===== config.mk =====
export PLATFORM = sky130hd
export DESIGN_NAME = circular_list_cursor_engine_top
export DESIGN_NICKNAME = d
export VERILOG_FILES = /design/src/hdl/clce_pkg.sv /design/src/hdl/clce_skid.sv /design/src/hdl/circular_list_cursor_engine_top.sv
export SDC_FILE = /design/constraint.sdc
export NUM_CORES = 1
export LEC_CHECK = 0
export ABC_AREA = 1
export BUFFER_PORTS_ARGS = -buffer_cell sky130_fd_sc_hd__buf_2
export CORE_ASPECT_RATIO = 0.75
export CORE_MARGIN = 2
export CORE_UTILIZATION = 35
export DETAILED_ROUTE_END_ITERATION = 7
export PLACE_DENSITY = 0.56
export SLEW_MARGIN = 20
export SYNTH_ARGS = -nofsm -noshare
export SYNTH_HDL_FRONTEND = slang
export SYNTH_SLANG_ARGS = --single-unit

===== constraint.sdc =====
create_clock -name i_clk -period 18.65 [get_ports i_clk]
set_input_delay 0.9325 -clock i_clk [delete_from_list [all_inputs] [get_ports i_clk]]
set_output_delay 0.9325 -clock i_clk [all_outputs]
set_load 0.1 [all_outputs]

===== src/hdl/clce_pkg.sv =====
// Shared types and constants for the circular list cursor engine.
// No dependencies; imported by the top level.
package clce_pkg;

    localparam int DATA_W = 32;

    // command carried by each input item
    typedef enum logic [1:0] {
        CMD_ADVANCE = 2'd0,
        CMD_INSERT  = 2'd1,
        CMD_REMOVE  = 2'd2,
        CMD_READ    = 2'd3
    } t_cmd;

    // error code carried by each result item
    typedef enum logic [1:0] {
        ERR_OK    = 2'd0,
        ERR_EMPTY = 2'd1,
        ERR_FULL  = 2'd2
    } t_err;

endpackage


===== src/hdl/clce_skid.sv =====
// Two-entry output skid buffer for the circular list cursor engine.
// Generic payload vector; no package dependencies.
module clce_skid #(
    parameter int WIDTH = 1
) (
    input  logic             i_clk,
    input  logic             i_rst_n,
    input  logic             i_valid,
    output logic             o_ready,
    input  logic [WIDTH-1:0] i_data,
    output logic             o_valid,
    input  logic             i_ready,
    output logic [WIDTH-1:0] o_data
);

    logic [1:0]       r_count;
    logic [WIDTH-1:0] r_data0;
    logic [WIDTH-1:0] r_data1;
    logic             w_push;
    logic             w_pop;

    assign o_ready = (r_count != 2'd2);
    assign o_valid = (r_count != 2'd0);
    assign o_data  = r_data0;
    assign w_push  = i_valid && o_ready;
    assign w_pop   = o_valid && i_ready;

    // track occupancy
    always_ff @(posedge i_clk) begin
        if (!i_rst_n) begin
            r_count <= 2'd0;
        end else if (w_push && !w_pop) begin
            r_count <= r_count + 2'd1;
        end else if (w_pop && !w_push) begin
            r_count <= r_count - 2'd1;
        end
    end

    // hold the head item, shift the second one forward on a pop
    always_ff @(posedge i_clk) begin
        if (r_count == 2'd0 || (r_count == 2'd1 && w_pop)) begin
            if (w_push) begin
                r_data0 <= i_data;
            end
        end else if (r_count == 2'd1) begin
            if (w_push) begin
                r_data1 <= i_data;
            end
        end else if (w_pop) begin
            r_data0 <= r_data1;
        end
    end

endmodule


===== src/hdl/circular_list_cursor_engine_top.sv =====
// A result item is registered in the output skid buffer and offered once any
// earlier result has been taken. One item is accepted per cycle while that buffer
// has room; the cached cursor neighbourhood and prefetched reads avoid memory waits.
// Reset (synchronous, active low) empties the list and the output buffer at
// once; node storage holds undefined contents until written, no clearing pass.
module circular_list_cursor_engine_top
    import clce_pkg::*;
#(
    parameter int POOL_NODES = 16,
    localparam int IDX_W = $clog2(POOL_NODES),
    localparam int CNT_W = $clog2(POOL_NODES + 1)
) (
    input  logic                     i_clk,
    input  logic                     i_rst_n,
    input  logic                     i_in_valid,
    output logic                     o_in_ready,
    input  logic [1:0]               i_cmd,
    input  logic signed [DATA_W-1:0] i_insert_value,
    output logic                     o_out_valid,
    input  logic                     i_out_ready,
    output logic signed [DATA_W-1:0] o_back_value,
    output logic signed [DATA_W-1:0] o_front_value,
    output logic                     o_list_empty,
    output logic [CNT_W-1:0]         o_node_count,
    output logic [1:0]               o_error_code
);

    localparam int RES_W = 2 * DATA_W + 1 + CNT_W + 2;
    localparam logic [CNT_W-1:0] FULL_CNT = CNT_W'(POOL_NODES);
    localparam logic [CNT_W-1:0] ONE_CNT  = CNT_W'(1);

    // list state; front is the node after the cursor, front2 the one after it
    logic [CNT_W-1:0]         r_size, n_size;
    logic [CNT_W-1:0]         r_max, n_max;
    logic [IDX_W-1:0]         r_cur, n_cur;
    logic [IDX_W-1:0]         r_front, n_front;
    logic [IDX_W-1:0]         r_front2, n_front2;
    logic signed [DATA_W-1:0] r_bval, n_bval;
    logic signed [DATA_W-1:0] r_fval, n_fval;

    // node pool and free stack; the cursor's next entry lives in r_front
    logic signed [DATA_W-1:0] mem_value [POOL_NODES];
    logic [IDX_W-1:0]         mem_next  [POOL_NODES];
    logic [IDX_W-1:0]         mem_free  [POOL_NODES];
    logic signed [DATA_W-1:0] r_rd_val;
    logic [IDX_W-1:0]         r_rd_next;
    logic [IDX_W-1:0]         r_rd_free;

    logic             val_we;
    logic             next_we;
    logic [IDX_W-1:0] next_waddr;
    logic [IDX_W-1:0] next_wdata;
    logic             free_we;
    logic [IDX_W-1:0] push_slot;
    logic [CNT_W-1:0] push_wide;
    logic [CNT_W-1:0] top_wide;
    logic [IDX_W-1:0] n_top;
    logic [IDX_W-1:0] n_node;
    logic [IDX_W-1:0] adv_f2;
    logic [IDX_W-1:0] rem_f2;
    logic             accept;
    t_err             err;
    logic             res_empty;
    logic [RES_W-1:0] res_data;
    logic [RES_W-1:0] out_data;

    assign accept = i_in_valid && o_in_ready;

    // node taken from the free stack: at or above the high-water mark no fresh slot
    // has been used yet, so the node index is the list size itself
    assign n_node = (r_size >= r_max) ? r_size[IDX_W-1:0] : r_rd_free;

    // take front2's link from cached state instead of the prefetch when front2 is the cursor
    assign adv_f2 = (r_front2 == r_cur) ? r_front : r_rd_next;
    assign rem_f2 = (r_front2 == r_cur) ? r_front2 : r_rd_next;

    // free stack slot for a removed node
    assign push_wide = FULL_CNT - r_size;
    assign push_slot = push_wide[IDX_W-1:0];

    // next state and result for one item
    always_comb begin
        n_size     = r_size;
        n_max      = r_max;
        n_cur      = r_cur;
        n_front    = r_front;
        n_front2   = r_front2;
        n_bval     = r_bval;
        n_fval     = r_fval;
        val_we     = 1'b0;
        next_we    = 1'b0;
        next_waddr = r_cur;
        next_wdata = r_front;
        free_we    = 1'b0;
        err        = ERR_OK;
        if (accept) begin
            unique case (t_cmd'(i_cmd))
                CMD_ADVANCE: begin
                    if (r_size == '0) begin
                        err = ERR_EMPTY;
                    end else begin
                        n_cur      = r_front;
                        n_front    = r_front2;
                        n_front2   = adv_f2;
                        n_bval     = r_fval;
                        n_fval     = r_rd_val;
                        next_we    = 1'b1;
                        next_waddr = r_cur;
                        next_wdata = r_front;
                    end
                end
                CMD_INSERT: begin
                    if (r_size == FULL_CNT) begin
                        err = ERR_FULL;
                    end else begin
                        val_we     = 1'b1;
                        next_we    = 1'b1;
                        next_waddr = n_node;
                        n_size     = r_size + ONE_CNT;
                        if (r_size >= r_max) begin
                            n_max = r_size + ONE_CNT;
                        end
                        if (r_size == '0) begin
                            next_wdata = n_node;
                            n_cur      = n_node;
                            n_front    = n_node;
                            n_front2   = n_node;
                            n_bval     = i_insert_value;
                            n_fval     = i_insert_value;
                        end else begin
                            next_wdata = r_front;
                            n_front    = n_node;
                            n_front2   = r_front;
                            n_fval     = i_insert_value;
                        end
                    end
                end
                CMD_REMOVE: begin
                    if (r_size == '0) begin
                        err = ERR_EMPTY;
                    end else begin
                        free_we = 1'b1;
                        n_size  = r_size - ONE_CNT;
                        if (r_size == ONE_CNT) begin
                            n_cur = '0;
                        end else begin
                            n_front  = r_front2;
                            n_front2 = rem_f2;
                            n_fval   = r_rd_val;
                        end
                    end
                end
                CMD_READ: begin
                end
            endcase
        end
    end

    // free stack top for the size after this item
    always_comb begin
        top_wide = FULL_CNT - ONE_CNT - n_size;
        n_top    = (n_size < FULL_CNT) ? top_wide[IDX_W-1:0] : '0;
    end

    // pack the result item
    assign res_empty = (n_size == '0);
    assign res_data  = {res_empty ? '0 : n_bval,
                        res_empty ? '0 : n_fval,
                        res_empty, n_size, err};

    // control state
    always_ff @(posedge i_clk) begin
        if (!i_rst_n) begin
            r_size <= '0;
            r_max  <= '0;
            r_cur  <= '0;
        end else begin
            r_size <= n_size;
            r_max  <= n_max;
            r_cur  <= n_cur;
        end
    end

    // cached neighbourhood of the cursor
    always_ff @(posedge i_clk) begin
        r_front  <= n_front;
        r_front2 <= n_front2;
        r_bval   <= n_bval;
        r_fval   <= n_fval;
    end

    // node values: write on insert, prefetch at the next front2
    always_ff @(posedge i_clk) begin
        if (val_we) begin
            mem_value[n_node] <= i_insert_value;
        end
        r_rd_val <= (val_we && n_node == n_front2) ? i_insert_value : mem_value[n_front2];
    end

    // node links: write on insert or advance, prefetch at the next front2
    always_ff @(posedge i_clk) begin
        if (next_we) begin
            mem_next[next_waddr] <= next_wdata;
        end
        r_rd_next <= (next_we && next_waddr == n_front2) ? next_wdata : mem_next[n_front2];
    end

    // free stack: push the removed node, prefetch the next top
    always_ff @(posedge i_clk) begin
        if (free_we) begin
            mem_free[push_slot] <= r_front;
        end
        r_rd_free <= (free_we && push_slot == n_top) ? r_front : mem_free[n_top];
    end

    // decouple the result side
    clce_skid #(
        .WIDTH (RES_W)
    ) u_skid (
        .i_clk   (i_clk),
        .i_rst_n (i_rst_n),
        .i_valid (i_in_valid),
        .o_ready (o_in_ready),
        .i_data  (res_data),
        .o_valid (o_out_valid),
        .i_ready (i_out_ready),
        .o_data  (out_data)
    );

    assign o_back_value  = out_data[RES_W-1 -: DATA_W];
    assign o_front_value = out_data[RES_W-1-DATA_W -: DATA_W];
    assign o_list_empty  = out_data[CNT_W + 2];
    assign o_node_count  = out_data[CNT_W+1 -: CNT_W];
    assign o_error_code  = out_data[1:0];

`ifndef SYNTHESIS
    a_size_bound: assert property (@(posedge i_clk) disable iff (!i_rst_n)
        r_size <= FULL_CNT)
        else $error("list size beyond pool");

    a_mark_covers_size: assert property (@(posedge i_clk) disable iff (!i_rst_n)
        r_max >= r_size)
        else $error("free stack high-water mark below list size");

    a_empty_cursor: assert property (@(posedge i_clk) disable iff (!i_rst_n)
        (r_size == '0) |-> (r_cur == '0))
        else $error("cursor not at zero on empty list");

    a_full_holds: assert property (@(posedge i_clk) disable iff (!i_rst_n)
        (accept && i_cmd == CMD_INSERT && r_size == FULL_CNT) |=>
        (r_size == $past(r_size) && r_cur == $past(r_cur)))
        else $error("insert into full pool changed state");

    a_empty_err: assert property (@(posedge i_clk) disable iff (!i_rst_n)
        (accept && r_size == '0 && (i_cmd == CMD_ADVANCE || i_cmd == CMD_REMOVE))
        |=> (r_size == '0))
        else $error("command on empty list changed size");
`endif

endmodule

==> metrics.sh <==
NUMBER_OF_DRC_VIOLATIONS_AFTER_DETAILED_ROUTING=0
GLOBALROUTETOTALUTIL_PCT=16.91
DP.FINAL_HPWL_UM=52380
CTS_MAX_LEVEL=3
GLOBALROUTEOVERFLOWTOTAL=0
WORSTSETUPSTARTPOINTTYPE='flop'
ROUTED_VIA_DENSITY=4.995
CLOCKBUFFERDEPTH=3
CRIT_PATH_MAX_INCR_DELAY_NS=0.77
FLOORPLAN.DIE_AREA_MM2=0.1067
WIRELENGTH_UM=90820
CTS_MADE_BUFFERS=83
SETUP-VIOLATIONS-FINAL=0
RUN_STATUS='complete, no violations'
SEQ_AREA_FRAC_SYNTH_PCT=69.91
INSERTION_DELAY_NS=0.67
SYNTH_AREA_LEADER_CELL='sky130_fd_sc_hd__edfxtp_1'
FP-ROW-COUNT=102
FINAL_MIN_PERIOD_NS=4.235
CRIT_FANOUT=72
FINALPOWER_uW=6086
REQUIRED_NS=19.08
WORST_SLEW_MARGIN_REL_PCT=28.23
TIMING.CRITICAL_PATH.MODE_CELL='sky130_fd_sc_hd__nand2_1'
ROUTE.ANTENNA.REMAINING_NETS=0
SYN_NETS=3399
P_LEAK_uW=0.01488
CLOCK-SKEW-FINAL_NS=0.02555
TIMING.CRITICAL_PATH.ARRIVAL_NS=4.66
CRITICAL_PATH.N_BUFFERS_INVERTERS=3
POST_SYNTH_NUM_CELL_TYPES=37
DIE_H_UM=283.4
DRT-PASS1-ITER-COUNT=5
YOSYS.CELL_COUNT.TOP_TYPE='sky130_fd_sc_hd__edfxtp_1'
INITIAL_UTILIZATION_PCT=35.28
FIN_CRIT_SH_PCT=22.71
TIMING_WORST_SETUP_PATH_TYPE='flop to flop'
SYNTH_TOP_AREA_SHARE_PCT=65.29
PLACE.PORT_BUFFERS=111
SETUP_TNS_NS=0
CTS_RESIZED=0
SYNTHESIS.INSTANCES=3341
SYN_AREA_MM2=0.03642
CRITICAL_PATH_CELL_BY_CELL='inv_1 > ha_1 > nand3_4 > inv_2 > nand2_1 > nand3_1 > nand2_1 > nand2_2 > nor2_1 > nand2_1 > nor2_4 > buf_4 > nor2_1 > nand2_1 > nand2_1'
CP_TOP_FAMILY='simple AND/OR/NAND/NOR gates'
NUM-FILL-CELLS=9764
POWER_DENSITY_mW_PER_MM2=147.7
TIMING.FINAL.HOLD_VIOLATIONS=0
REGISTER_AREA_MM2=0.02546
CORE_AREA_MM2=0.1032
SYNTH_ENABLE_FLOP_CELLS=792
INITIALDRTVIOLATIONCOUNT=1970
WORST_PIN_SLEW_NS=1.075
FINAL-MAX-SLEW-VIOLATION-COUNT=0
CTS_SETUP_BUFFERS=0
GRT_FIRST_PASS_WIRELENGTH_UM=140700
CTS_SINKS=876
FINALHOLDWORSTSLACK_NS=0.4668
AREA_GROWTH_PCT=13.09
MAX_CLOCK_FREQ_MHz=236.2
YS.FLOP_TYPE='sky130_fd_sc_hd__edfxtp_1'
POSTLAYOUTCOREUTIL_PCT=39.90
ANTENNA_FOUND_INITIAL=3
CRITICAL-PATH-SLOWEST-CELL='sky130_fd_sc_hd__buf_4'
GP_CONGESTION=0.8233
IOS=112
HOLD_PATH_CLASS='flop to flop'
SYNTH_TOP_CELLS_BY_COUNT='sky130_fd_sc_hd__edfxtp_1, sky130_fd_sc_hd__nand2_1, sky130_fd_sc_hd__nor2_1'
CTS_ROOT_CELL='sky130_fd_sc_hd__clkbuf_16'
DIE_X_UM=376.5
CTS_HOLD_BUFFERS=0
LAYOUT_CELLS_SIZED_ABOVE_1_PCT=9.934
CLOCK_PIN_SLEW_REPORTED_FOR_THE_WORST_SETUP_AND_HOLD_PATHS_AFTER_CLOCK_TREE_SYNTHESIS_NS=0.07
MULTI_INPUT_COMBINATIONAL_CELL_AREA_MM2=0.009625
CLOCK_TREE_FROM_TRITONCTS='yes'
SYN_AREA_PER_CELL_UM2=10.90
GRT_START_MAX_NET_PINS=193
VIA_COUNT=24050
UNREPAIRED_SETUP_ENDPOINTS_AFTER_GLOBAL_ROUTING='no'
SYNTH.YOSYS.WARNINGS=0
POST_SYNTH_MAIN_AREA_CONTRIBUTORS='sky130_fd_sc_hd__edfxtp_1, sky130_fd_sc_hd__nand2_1, sky130_fd_sc_hd__nor2_1, sky130_fd_sc_hd__o21ai_0, sky130_fd_sc_hd__dfxtp_1'
POST_DRT_WL_PER_CELL_UM=18.86
TIMING.MAX_CAP.VIOLATIONS=0
YS_ASYNC_SR_FRACTION_PCT=0
ANTENNA-DIODE-COUNT=0
POSTSYNTHREGISTERBITS=876
WORST_SETUP_PATH_END_KIND='flop'
VDD.IR_DROP.WORST_V=0.0001471
DESIGN.FINAL.NETS=3453
GRT_PASS1_VIAS=23090
layer usage:
metal	up-vias	routed length [um]	global-route usage, %	part of all wire [%]
met5	-	28	0	0.031
met4	4	2097	4.840	2.3
li1	11590	-	-	-
met2	606	41380	26.28	46
met3	131	4545	2.745	5.0
met1	11720	42770	24.40	47
per-stage QoR:
stage	worst slack [ns]	cell area (um^2)	instances
2_1_floorplan	11.44	36420	3341
3_3_place_gp	14.34	38360	4656
3_5_place_dp	14.27	38410	4658
4_1_cts	14.44	41090	4811
5_1_grt	14.04	41190	4815
6_report	14.42	41190	4815
area by class of cell:
type | count | area share [%]
tap | 1352 | 4.107
timing repair buffer | 156 | 2.473
clock inverter | 47 | 0.8870
multi-input combinational | 2090 | 23.37
inverter | 188 | 1.737
sequential | 876 | 61.82
clock buffer | 106 | 5.607
worst reg2reg max path, cell delays in order, from the launching register on:
cell                      delay [ns]
sky130_fd_sc_hd__dfxtp_1        0.52
sky130_fd_sc_hd__inv_1          0.20
sky130_fd_sc_hd__ha_1           0.34
sky130_fd_sc_hd__nand3_4        0.59
sky130_fd_sc_hd__inv_2          0.28
sky130_fd_sc_hd__nand2_1        0.12
sky130_fd_sc_hd__nand3_1        0.09
sky130_fd_sc_hd__nand2_1        0.09
sky130_fd_sc_hd__nand2_2        0.07
sky130_fd_sc_hd__nor2_1         0.10
sky130_fd_sc_hd__nand2_1        0.10
sky130_fd_sc_hd__nor2_4         0.34
sky130_fd_sc_hd__buf_4          0.78
sky130_fd_sc_hd__nor2_1         0.22
sky130_fd_sc_hd__nand2_1        0.10
sky130_fd_sc_hd__nand2_1        0.05
cells in the final DEF, fill, tap and decap left out, drive strengths merged:
| master | instances |
|---|---|
| a21boi | 2 |
| nand3 | 247 |
| xor2 | 8 |
| buf | 156 |
| a21oi | 68 |
| clkinv | 39 |
| edfxtp | 792 |
| o21bai | 9 |
| inv | 192 |
| nor3 | 1 |
| clkbuf | 106 |
| o211ai | 68 |
| bufinv | 4 |
| nor3b | 1 |
| nand2 | 680 |
| nand4 | 4 |
| ha | 20 |
| o22ai | 3 |
| xnor2 | 1 |
| o221ai | 7 |
| a211oi | 1 |
| nor2 | 588 |
| o21ai | 382 |
| dfxtp | 84 |
state kept, by name (all words and copies together), names as in the netlist, named ones only:
register        cells
mem_value         512
u_skid.o_data      72
u_skid.r_data1     72
mem_free           64
mem_next           64
r_bval             32
r_fval             32
r_max               5
r_size              5
r_cur               4
r_front2            4
r_front             4
u_skid.r_count      2
power breakdown:
part,internal [uW],switching (uW),total [uW]
Sequential,2430,89.8,2520
Combinational,353,1530,1880
Clock,937,746,1680
Total,3720,2360,6090
worst paths after layout:
check | from | endpoint | slack (ns) | cells past startpoint
hold reg to reg | r_max[4] | r_max[4] | 0.47 | 2
setup / recovery | r_size[1] | u_skid.o_data[51] | 14.42 | 15
hold / removal | r_max[4] | r_max[4] | 0.47 | 2
setup reg to reg | r_size[1] | u_skid.o_data[51] | 14.42 | 15
logic make-up after synthesis:
group	Yosys count	share of synthesized area [%]
AND/OR/NAND/NOR	1521	16.99
flip-flops	876	69.91
AO/OA/AOI/OAI	540	8.073
buffers and inverters	375	4.126
adder cells (fa/ha/maj)	20	0.6870
XOR/XNOR	9	0.2164
No activity file was read; power rests on OpenSTA's default activity.
